**config.mk**
```make
export PLATFORM = sky130hd
export DESIGN_NAME = cic_ram
export DESIGN_NICKNAME = d
export VERILOG_FILES = /design/src/rtl/cic_ram.sv
export SDC_FILE = /design/constraint.sdc
export NUM_CORES = 1
export LEC_CHECK = 0
export ABC_AREA = 1
export BUFFER_PORTS_ARGS = -buffer_cell sky130_fd_sc_hd__buf_4
export CAP_MARGIN = 10
export CORE_AREA = 3 3 107 109
export DETAILED_ROUTE_END_ITERATION = 10
export DIE_AREA = 0 0 110 112
export HOLD_SLACK_MARGIN = 0.08
export PLACE_DENSITY = 0.83
export SLEW_MARGIN = 20
export SYNTH_ARGS = -nofsm -noshare
export SYNTH_HDL_FRONTEND = slang
export SYNTH_SLANG_ARGS = --single-unit
```
**constraint.sdc**
```tcl
create_clock -name clk -period 1.2 [get_ports clk]
set_input_delay 0.24 -clock clk [delete_from_list [all_inputs] [get_ports clk]]
set_output_delay 0.24 -clock clk [all_outputs]
set_load 0.005 [all_outputs]
```
**src/rtl/cic_ram.sv**
```systemverilog
`default_nettype none
module cic_ram #(
	parameter int WIDTH = 8,
	parameter int DEPTH = 16
) (
	input  wire logic                     clk,
	input  wire logic                     we,
	input  wire logic [$clog2(DEPTH)-1:0] waddr,
	input  wire logic [WIDTH-1:0]         wdata,
	input  wire logic [$clog2(DEPTH)-1:0] raddr,
	output logic      [WIDTH-1:0]         rdata
);

	logic [WIDTH-1:0] mem [DEPTH];

	always_ff @(posedge clk) begin
		if (we) begin
			mem[waddr] <= wdata;
		end
		rdata <= mem[raddr];
	end

endmodule
`default_nettype wire

```
==> run_results.csv, run 1 <==
group,metric,value,unit
worst_setup_path,startpoint_type,"flip-flop",
die,rows,38,
worst_setup_path,crit_slowest_cell,"dfxtp_2",
drt,vias,4137,
placed_design,numPortBuffers,25,
global_routing,grt_antenna_before_repair,0,
yosys,yosysWarnings,0,
worst_setup_path,crit_required,960,ps
yosys,ys_top_cells_by_count,"173 x nand2_1, 128 x edfxtp_1, 100 x inv_1",
yosys,synth_top_area_frac,0.6665,
yosys,yosysUniqueCellTypes,12,
timing,relSlewSlack,0.7987,
hold_path,hold_path.class,"in -> reg",
timing,period_share,1.031,
global_routing,grt_pass1_wl,20950,µm
clock_network,path_clk_slew,60,ps
die,die-area,12320,µm²
power,irDropWorstVdd,0.9682,mV
yosys,syn_avg_cell_area,10.47,µm²
placed_design,placed_cell_area,6228,µm²
yosys,ys_ff_latch,136,
die,coreArea,10700,µm²
power,pwr_density_cell,1633,nW/µm²
run_status,status,"finished with violations",
global_routing,grt_pass1_vias,3957,
clock_network,cts_root_buf,"clkbuf_8",
clock_network,clockBufferDepth,2,
drt,vias_per_cell,5.458,
timing,timing.fmax,0.8087,GHz
drt,drc_errors,0,
timing,hold_viol_final,0,
timing,maxSlewViolCount,0,
worst_setup_path,cp_cell_sequence,"buf_6",
placed_design,gp_congestion,0.9015,
yosys,async_flop_share,0,
yosys,yosysMostFrequentCell,"nand2_1",
yosys,synth.area.top_cells,"edfxtp_1 67%, nand2_1 11%, nand3_1 8.4%, inv_1 6.5%, dfxtp_1 2.8%",
power,power.leakage,0.003022,µW
timing,tns,-85.54,ps
die,io_pins,26,
yosys,synth_top_area_cell,"edfxtp_1",
drt,wl,13590,µm
drt,wire_per_inst,17.93,µm
drt,postRouteAntennaNets,0,
clock_network,cts_tree,"done",
die,die_h,112,µm
clock_network,htree_levels,4,
finish,syn_to_final_growth,20.29,%
timing,clock_skew,10.56,ps
global_routing,grt.total_usage,0.2344,
timing,tightest_slew,302.0,ps
finish,final_area,6937,µm²
drt,initialDrtViolationCount,375,
yosys,syn_nets,569,
job,drv_cap,0,
worst_setup_path,cp_max_fo,1,
die,dieWidth,110,µm
yosys,syn_area,5767,µm²
clock_network,cts.sinks,136,
global_routing,overflow,0,
finish,num_antenna_cells,0,
timing,setup_viol,3,
worst_setup_path,cp_top_family,"flip-flops",
timing,worst_slack,-36.63,ps
run_status,failed_checks,"negative setup slack",
worst_setup_path,path_buf_inv,1,
yosys,seq_area_frac_synth,0.6943,
yosys,ys.flop_type,"edfxtp_1",
worst_setup_path,critPathMaxStageDelay,370,ps
clock_network,clk_latency,520,ps
clock_network,cts_made_buffers,17,
worst_setup_path,critPathCaptureType,"output port",
yosys,synthCells,551,
die,start_util,0.5391,
yosys,synth_edf_count,128,
finish,final_layout_size_suffix_gt1_frac,0.1424,
placed_design,dp_hpwl,8196,µm
drt,first_pass_iters,6,
finish,nets,624,
global_routing,grt_start_max_net_pins,65,
worst_setup_path,arrival,1000,ps
timing,layout_min_cycle_time,1237,ps
worst_setup_path,path_class,"reg -> out",
timing,grt_setup_unrepaired,"true",
-- through the flow --
step / hold slack, ps / power, µW / cells / worst slack (ps) / utilization
final: 94.58 / 11330 / 758 / -36.63 / 0.6484
after global routing: 92.46 / 11650 / 758 / -46.72 / 0.6484
after CTS: 82.22 / 11340 / 758 / -42.86 / 0.6475
after detailed placement: 558.3 / 6146 / 719 / -101.2 / 0.5822
after global placement: 552.5 / 6119 / 719 / -44.90 / 0.5822
after floorplan: 338.9 / 5812 / 551 / 9.155 / -
-- layout by cell type (no fill, tap or decap), drive strengths merged --
master / instances
nand3b: 2
nand2: 173
dfxtp: 8
buf: 52
inv: 103
bufinv: 4
clkinvlp: 3
nor2: 17
clkinv: 6
dlygate4sd3: 8
nand3: 97
clkbuf: 17
edfxtp: 128
-- power by group --
| group | leakage [µW] | internal, µW | total (µW) | switching [µW] |
|---|---|---|---|---|
| Sequential | 0.00122 | 5320 | 5360 | 47.8 |
| Clock | 0.000283 | 3340 | 5210 | 1870 |
| Combinational | 0.00152 | 283 | 756 | 473 |
-- kinds of logic (layout without fill, tap and decap cells) --
logic type	count (synthesis)	after routing	share of synthesized area
AND/OR/NAND/NOR	289	289	0.2105
flip-flops	136	136	0.6943
buffers and inverters	126	193	0.09525
-- registers in the layout, indices dropped and copies added (netlist names) --
name   count
rdata      8
mem      128
-- path summary, 6_finish.rpt --
kind,startpoint,to,slack (ps),depth (start not counted)
hold / removal,wdata[5],mem[2][5],90,1
setup reg to reg,mem[0][1],rdata[1],140,6
hold reg to reg,mem[11][7],rdata[7],680,6
setup / recovery,rdata[5],rdata[5],-40,1
-- repair_timing --
item	in CTS	in global routing
hold buffers	8	0
gates resized for setup	9	4
hold endpoints to repair	110	0
buffers inserted	0	0
endpoints found under the setup margin	5	7
-- metal layers --
metal | GRT usage | up-vias | part of all wire
li1 | - | 1885 | -
met1 | 0.2975 | 1974 | 0.37
met2 | 0.3924 | 238 | 0.51
met3 | 0.04928 | 40 | 0.088
met4 | 0.08978 | 0 | 0.029
met5 | 0 | - | 0
-- cell type report --
class                      instances  area [µm²]
sequential                       136        4014
fill                             740        3761
multi-input combinational        289        1214
timing repair buffer              60       555.5
clock buffer                      17       414.1
inverter                         102       382.9
clock inverter                    14       181.4
tap                              140       175.2
No activity file was read; power rests on OpenSTA's default activity.
==> run 2: changes to the inputs <==
Settings changed: CORE_AREA 3 3 107 109 to 3 3 133 135, DIE_AREA 0 0 110 112 to 0 0 136 138, PLACE_DENSITY 0.83 to 0.6.
==> run_results.csv, run 2 (synthesized netlist as in run 1, its figures left out) <==
group,metric,value,unit
drt,postRouteAntennaNets,0,
die,coreArea,16580,µm²
run_status,status,"finished, final reports clean",
timing,period_share,0.9581,
drt,initialDrtViolationCount,330,
worst_setup_path,path_buf_inv,1,
die,dieWidth,136,µm
worst_setup_path,critPathCaptureType,"output port",
drt,first_pass_iters,5,
worst_setup_path,cp_max_fo,1,
drt,vias,3874,
clock_network,path_clk_slew,60,ps
die,rows,47,
power,pwr_density_cell,1723,nW/µm²
finish,final_cell_mix,"173 x nand2_1, 128 x edfxtp_1, 100 x inv_1",
finish,largestRegisters,"mem (128), rdata (8)",
timing,tns,0,ps
finish,final_layout_size_suffix_gt1_frac,0.1365,
finish,fin_util,0.4236,
job,drv_cap,0,
clock_network,cts_root_buf,"clkbuf_16",
clock_network,cts.sinks,136,
power,power.total,12100,µW
clock_network,clockBufferDepth,2,
global_routing,grt_pass1_vias,3811,
timing,tightest_slew,378.6,ps
timing,layout_min_cycle_time,1150,ps
timing,timing.fmax,0.8698,GHz
drt,vias_per_cell,4.679,
finish,nets,613,
power,irDropWorstVdd,0.9014,mV
power,power.leakage,0.003026,µW
die,die-area,18770,µm²
drt,drc_errors,0,
placed_design,numPortBuffers,25,
global_routing,grt_antenna_before_repair,0,
finish,multi_input_area,1214,µm²
finish,num_antenna_cells,0,
clock_network,clk_latency,410,ps
finish,largest_register,"mem",
die,die_h,138,µm
global_routing,grt_pass1_wl,21160,µm
finish,final_common_cell,"nand2_1",
placed_design,dpl_worst_slack,-85.41,ps
timing,grt_setup_unrepaired,"false",
timing,setup_viol,0,
finish,regArea,4005,µm²
finish,largest_register_ffs,128,
global_routing,grt.total_usage,0.1497,
worst_setup_path,crit_slowest_cell,"dfxtp_1",
worst_setup_path,crit_required,960,ps
die,io_pins,26,
die,start_util,0.3477,
hold_path,hold_path.class,"in -> reg",
finish,fillers,1549,
worst_setup_path,arrival,910,ps
global_routing,grt_start_max_net_pins,65,
timing,relSlewSlack,0.7473,
worst_setup_path,cp_cell_sequence,"buf_4",
drt,wl,13350,µm
global_routing,overflow,0,
timing,hold_viol_final,0,
timing,clock_skew,5.689,ps
timing,maxSlewViolCount,0,
placed_design,numPlacedInstances,796,
worst_setup_path,path_class,"reg -> out",
finish,instances_no_fill,828,
clock_network,cts_made_buffers,17,
worst_setup_path,startpoint_type,"flip-flop",
worst_setup_path,cp_top_family,"flip-flops",
clock_network,cts_tree,"done",
worst_setup_path,critPathMaxStageDelay,370,ps
timing,worst_slack,50.24,ps
finish,syn_to_final_growth,21.81,%
placed_design,dp_hpwl,8084,µm
drt,wire_per_inst,16.13,µm
placed_design,gp_congestion,0.7899,
clock_network,htree_levels,4,
run 2: path summary, 6_finish.rpt:
check	from	end	slack, ps	cells past startpoint
setup / recovery	rdata[1]	rdata[1]	50	1
hold / removal	wdata[5]	mem[10][5]	150	1
setup reg to reg	mem[10][0]	rdata[0]	190	6
hold reg to reg	mem[2][5]	rdata[5]	680	6
run 2: repair_timing:
action | CTS | global route
buffers inserted | 0 | 0
hold buffers | 0 | 0
resized for setup | 1 | 0
endpoints found under the setup margin | 1 | 0
run 2: metal layers:
| layer | track usage | share of wire | vias to the layer above | wire (µm) |
|---|---|---|---|---|
| li1 | - | - | 1861 | - |
| met1 | 0.2087 | 0.45 | 1870 | 6065 |
| met2 | 0.2297 | 0.48 | 126 | 6343 |
| met3 | 0.03452 | 0.054 | 17 | 726 |
| met4 | 0.05358 | 0.016 | 0 | 216 |
| met5 | 0 | 0 | - | 0 |
run 2: area by class of cell:
class	instances	area share
multi-input combinational	289	0.1728
timing repair buffer	49	0.06484
clock buffer	19	0.06306
inverter	102	0.05451
sequential	136	0.5702
tap	220	0.03919
clock inverter	13	0.03545
run 2: stage by stage:
stage / area [µm²] / hold slack [ps]
after detailed placement: 6331 / 582.2
final: 7024 / 149.4
after CTS: 7024 / 146.4
after global placement: 6331 / 576.3
after global routing: 7024 / 171.2
after floorplan: 5767 / 338.9
run 2: where the power goes:
group | internal [µW] | switching, µW
clock network | 4150 | 1890
logic | 255 | 457
registers | 5310 | 37.5
total | 9720 | 2380
