<file path="config.mk">
export PLATFORM = sky130hd
export DESIGN_NAME = cic_div
export DESIGN_NICKNAME = d
export VERILOG_FILES = /design/src/rtl/cic_pkg.sv /design/src/rtl/cic_div.sv
export SDC_FILE = /design/constraint.sdc
export NUM_CORES = 1
export LEC_CHECK = 0
export BUFFER_PORTS_ARGS = -buffer_cell sky130_fd_sc_hd__buf_2
export CAP_MARGIN = 15
export CORE_MARGIN = 2
export CORE_UTILIZATION = 25
export DETAILED_ROUTE_END_ITERATION = 10
export PLACE_DENSITY = 0.53
export SLEW_MARGIN = 20
export SYNTH_ARGS = -nofsm -noshare
export SYNTH_HDL_FRONTEND = slang
export SYNTH_SLANG_ARGS = --single-unit
export TNS_END_PERCENT = 50
</file>
<file path="constraint.sdc">
create_clock -name clk -period 4.4 [get_ports clk]
set_input_delay 0.22 -clock clk [delete_from_list [all_inputs] [get_ports clk]]
set_output_delay 0.22 -clock clk [all_outputs]
set_load 0.02 [all_outputs]
</file>
<file path="src/rtl/cic_pkg.sv">
`default_nettype none
package cic_pkg;

	localparam int DATA_W  = 32;
	localparam int TOL_W   = 31;
	localparam int COUNT_W = 20;
	localparam int INDEX_W = 17;
	// quotient bits produced by the divider; the index never exceeds one in Q1.16
	localparam int QUOT_BITS = 17;
	localparam int FRAC_W    = 16;

	localparam logic [COUNT_W-1:0] COUNT_MAX  = '1;
	localparam logic [INDEX_W-1:0] INDEX_HALF = 17'd32768;
	localparam logic [INDEX_W-1:0] INDEX_ONE  = 17'd65536;

	// register indexes (word address bit above the byte offset)
	localparam logic REG_TIE_TOL = 1'b0;

	typedef struct packed {
		logic              seen;
		logic [DATA_W-1:0] etime;
		logic [DATA_W-1:0] risk;
	} rec_t;

endpackage
`default_nettype wire

</file>
<file path="src/rtl/cic_div.sv">
`default_nettype none
// Index = floor(((2C + T) * 2^16 + K) / (2K)), one quotient bit per cycle.
module cic_div #(
	parameter int PW = 22
) (
	input  wire logic                             clk,
	input  wire logic                             arst_n,
	input  wire logic                             start,
	input  wire logic [PW-1:0]                    conc,
	input  wire logic [PW-1:0]                    tied,
	input  wire logic [PW-1:0]                    comp,
	output logic                                  done,
	output logic      [cic_pkg::INDEX_W-1:0]      quot
);

	localparam int NW = PW + 1 + cic_pkg::FRAC_W;
	localparam int SW = $clog2(cic_pkg::QUOT_BITS + 1);

	logic [NW-1:0]                   num;
	logic [PW:0]                     rem_q;
	logic [PW:0]                     den_q;
	logic [cic_pkg::QUOT_BITS-1:0]   shq_q;
	logic [SW-1:0]                   step_q;
	logic                            busy_q;
	logic                            done_q;
	logic [cic_pkg::INDEX_W-1:0]     quot_q;
	logic [PW+1:0]                   trial;
	logic                            qbit;
	logic [PW+1:0]                   diff;

	assign num   = {({conc, 1'b0} + {1'b0, tied}), {cic_pkg::FRAC_W{1'b0}}} + NW'(comp);
	assign trial = {rem_q, shq_q[cic_pkg::QUOT_BITS-1]};
	assign qbit  = (trial >= {1'b0, den_q});
	assign diff  = trial - {1'b0, den_q};

	always_ff @(posedge clk or negedge arst_n) begin
		if (!arst_n) begin
			busy_q <= 1'b0;
			done_q <= 1'b0;
			step_q <= '0;
		end else begin
			done_q <= (start && comp == '0) || (!start && busy_q && step_q == SW'(1));
			if (start) begin
				if (comp != '0) begin
					busy_q <= 1'b1;
					step_q <= SW'(cic_pkg::QUOT_BITS);
				end
			end else if (busy_q) begin
				step_q <= step_q - SW'(1);
				if (step_q == SW'(1)) begin
					busy_q <= 1'b0;
				end
			end
		end
	end

	always_ff @(posedge clk) begin
		if (start) begin
			// quotient stays below 2^17, so the upper part is already below the divisor
			rem_q  <= {1'b0, num[NW-1:cic_pkg::QUOT_BITS]};
			shq_q  <= num[cic_pkg::QUOT_BITS-1:0];
			den_q  <= {comp, 1'b0};
			quot_q <= cic_pkg::INDEX_HALF;
		end else if (busy_q) begin
			rem_q <= qbit ? diff[PW:0] : trial[PW:0];
			shq_q <= {shq_q[cic_pkg::QUOT_BITS-2:0], qbit};
			if (step_q == SW'(1)) begin
				quot_q <= ({shq_q[cic_pkg::QUOT_BITS-2:0], qbit} > cic_pkg::INDEX_ONE) ?
					cic_pkg::INDEX_ONE : {shq_q[cic_pkg::QUOT_BITS-2:0], qbit};
			end
		end
	end

	assign done = done_q;
	assign quot = quot_q;

endmodule
`default_nettype wire
</file>
==> results.py <==
metrics = {
    "global_route": {
        "pin_count_of_the_biggest_net_entering_global_routing": 67,
        "first_pass_grt_wire_length_mm": 26.4,
        "first_global_vias": 5167,
        "grt_antenna_before_repair": 0,
        "gr-usage-all-layers": 0.122,
        "grt-ovfl-total": 0,
    },
    "route": {
        "route.detailed.vias_per_inst": 4.89,
        "met2_wirelength_mm": 7.83,
        "drt_iter0_drc": 422,
        "route.met3.wl_um": 583,
        "antenna_left": 0,
        "detailed_routing_iterations_pass_1": 4,
        "wl_met1_mm": 7.74,
        "vias": 5301,
        "drc": 0,
        "highest-signal-layer": "met4",
        "route.detailed.wl_per_inst_um": 15.1,
        "drt-total-wl_mm": 16.4,
    },
    "critical_path": {
        "critical_path.n_buffers_inverters": 1,
        "critical_path.slowest_cell": "sky130_fd_sc_hd__or4_2",
        "critical_path_peak_fanout": 3,
        "worst_ep_arrival_time_ns": 3.55,
        "critical_path.endpoint_type": "register",
        "critical_path.startpoint_type": "register",
        "critical_path.cell_chain": "inv_1 -> ha_1 -> fa_1 -> nor2b_1 -> o31a_1 -> o21ai_0 -> a211oi_1 -> o2111ai_1 -> and4b_1 -> or4_2 -> a21oi_1 -> a31oi_1",
        "cp_top_family": "compound AO/OA/AOI/OAI gates",
        "worst_path_largest_cell_delay_ns": 0.60,
        "setup.worst_path.class": "reg -> reg",
        "cp.required_ns": 4.46,
    },
    "logic_synthesis": {
        "synthMostInstantiatedCell": "sky130_fd_sc_hd__edfxtp_1",
        "synth_cell_type_count": 83,
        "ys_top_cells_by_count": "sky130_fd_sc_hd__edfxtp_1, sky130_fd_sc_hd__a21oi_1, sky130_fd_sc_hd__ha_1",
        "synth-warning-count": 0,
        "post-synth-top-area-cell": "sky130_fd_sc_hd__edfxtp_1",
        "number_of_enable_type_register_cells_in_the_synthesized_netlist": 61,
        "yosys-top-cells-area": "sky130_fd_sc_hd__edfxtp_1, sky130_fd_sc_hd__ha_1, sky130_fd_sc_hd__dfxtp_1, sky130_fd_sc_hd__xnor2_1, sky130_fd_sc_hd__a21oi_1",
        "netlist_instances": 664,
        "yosys.area.top_type_share": 0.281,
        "postSynthRegisterBits": 86,
        "syn-mean-instance-area_um2": 9.82,
        "synth_flop_cell": "sky130_fd_sc_hd__edfxtp_1",
        "ys_async_sr_fraction": 0.0814,
        "yosysSeqAreaShare": 0.363,
        "synthesis.area_um2": 6520,
        "synthesis.nets": 787,
    },
    "finish": {
        "post-route-util": 0.293,
        "multiInputGateArea_um2": 3860,
        "num-nets-final": 868,
        "drive_above_1_share": 0.200,
        "antenna_cells": 0,
        "area_growth_pct": 16.1,
        "area.sequential_um2": 2370,
        "fillers": 2748,
    },
    "power_and_ir_drop": {
        "proportion_of_power_drawn_by_combinational_gates": 0.481,
        "power.static_leakage_nw": 3.08,
        "power.ir.vdd_worst_mv": 0.202,
        "power.net_switching_mw": 1.44,
        "share_clk_of_total_power": 0.201,
        "pwr-share-seq": 0.318,
        "intPower_mw": 2.30,
        "sw_frac_of_total": 0.385,
        "power_per_cell_area_nw_per_um2": 494,
    },
    "timing": {
        "max_slew.worst_pin.slew_ns": 0.995,
        "final-max-slew-violation-count": 0,
        "rsz_0062_raised_after_global_routing": "false",
        "period_share": 0.794,
        "clock.fmax_ghz": 0.286,
        "final_hold_viol_count": 0,
        "final_layout_setup_total_negative_slack_ns": 0,
        "finalSetupViolCount": 0,
        "fin_worst_hold_slack_ns": 0.0857,
        "max-slew-margin-rel": 0.337,
        "worst_clock_skew_ns": 0.00836,
        "post_route_minimum_period_ns": 3.50,
    },
    "clocking": {
        "ctsResizeCount": 0,
        "numClockSinks": 86,
        "cts_buffer_depth": 2,
        "clock_insertion_delay_worst_skew_ns": 0.35,
        "cts_tree": "yes",
        "clkSlewWorstSetupHoldPaths_ns": 0.06,
        "h-tree-depth": 3,
        "cts_root_buffer": "sky130_fd_sc_hd__clkbuf_16",
        "cts_made_buffers": 9,
        "cts_setup_buffers": 0,
    },
    "job": {
        "maximum_capacitance_violations": 0,
    },
    "place": {
        "place.detailed.hpwl_mm": 12.8,
        "gpl.final_weighted_congestion": 0.840,
        "portBuffers": 86,
    },
    "worst_hold_path": {
        "min-delay-path-class": "in -> reg",
    },
    "die": {
        "fp.coreArea_um2": 25800,
        "die_area_um2": 27400,
        "die-width_um": 165,
        "fp-row-count": 59,
        "fp.dieH_um": 165,
        "io_pins": 87,
        "initial_core_util": 0.252,
    },
    "status": {
        "result_of_the_run": "complete, no violations",
    },
}
-- state kept, by name, summed over array words and instances (netlist names) --
signal	flops
den_q	22
shq_q	17
busy_q	1
quot	17
done	1
rem_q	23
step_q	5
-- power by group through the flow --
stage | clock network [mW] | logic [mW] | registers [mW]
after detailed placement | 0 | 1.79 | 1.21
final | 0.753 | 1.80 | 1.19
after global routing | 0.795 | 2.04 | 1.21
after CTS | 0.776 | 1.81 | 1.19
after global placement | 0 | 1.79 | 1.21
after floorplan | 0 | 1.40 | 1.17
-- repair_timing --
| action | in CTS | in global routing |
|---|---|---|
| endpoints found under the setup margin | 0 | 0 |
| endpoints found under the hold margin | 7 | 0 |
| hold buffers | 1 | 0 |
-- cell type report --
cell class / instances / area share
clock inverters: 4 / 0.00644
repair buffers: 93 / 0.0641
multi-input cells: 515 / 0.510
flip-flops and latches: 86 / 0.313
clock buffers: 12 / 0.0312
well taps: 335 / 0.0554
inverters: 40 / 0.0198
-- cells by family (layout without fill, tap and decap cells) --
group	Yosys count	in the layout	share of synthesized area
flip-flops	86	86	0.363
XOR/XNOR	53	53	0.0735
AO/OA/AOI/OAI	211	211	0.227
AND/OR/NAND/NOR	176	176	0.149
buffers and inverters	63	149	0.0451
multiplexers	20	20	0.0340
adder cells (fa/ha/maj)	55	55	0.109
-- metrics by stage --
step / cell area, um^2 / power (mW) / std cells / setup slack, ns
6_report: 7570 / 3.74 / 1085 / 0.904
3_3_place_gp: 7270 / 3.00 / 1068 / 0.746
3_5_place_dp: 7270 / 3.00 / 1068 / 0.667
2_1_floorplan: 6520 / 2.57 / 664 / 1.04
4_1_cts: 7570 / 3.77 / 1085 / 0.901
5_1_grt: 7570 / 4.04 / 1085 / 0.610
-- per-layer routing --
layer | GRT usage | vias up
met5 | 0 | -
met1 | 0.163 | 2529
met4 | 0.0310 | 0
met3 | 0.0207 | 13
li1 | - | 2688
met2 | 0.205 | 71
-- worst paths after layout --
path | start | end | slack, ns | cells past startpoint
max in group asynchronous | arst_n | step_q[0] | 4.00 | 2
setup reg to reg | rem_q[0] | rem_q[21] | 0.90 | 12
setup / recovery | rem_q[0] | rem_q[21] | 0.90 | 12
hold reg to reg | quot[13] | quot[13] | 0.47 | 1
min in group asynchronous | arst_n | step_q[4] | 0.25 | 2
hold / removal | comp[9] | den_q[10] | 0.09 | 1
-- layout by cell type, fill, tap and decap left out, types with 7 or more instances in the layout --
cell	count
sky130_fd_sc_hd__a211oi_1	15
sky130_fd_sc_hd__a21o_1	19
sky130_fd_sc_hd__a21oi_1	58
sky130_fd_sc_hd__a22o_1	14
sky130_fd_sc_hd__a31oi_1	9
sky130_fd_sc_hd__buf_2	86
sky130_fd_sc_hd__clkbuf_16	9
sky130_fd_sc_hd__dfrtp_1	7
sky130_fd_sc_hd__dfxtp_1	18
sky130_fd_sc_hd__edfxtp_1	61
sky130_fd_sc_hd__ha_1	51
sky130_fd_sc_hd__inv_1	40
sky130_fd_sc_hd__mux2_2	17
sky130_fd_sc_hd__nand2_1	28
sky130_fd_sc_hd__nand3_1	9
sky130_fd_sc_hd__nand4_1	11
sky130_fd_sc_hd__nor2_1	41
sky130_fd_sc_hd__nor2b_1	7
sky130_fd_sc_hd__nor3_1	15
sky130_fd_sc_hd__nor4_1	10
sky130_fd_sc_hd__o21a_1	11
sky130_fd_sc_hd__o21ai_0	24
sky130_fd_sc_hd__or3_1	10
sky130_fd_sc_hd__xnor2_1	36
sky130_fd_sc_hd__xor2_1	15
No activity file was read; power rests on OpenSTA's default activity.
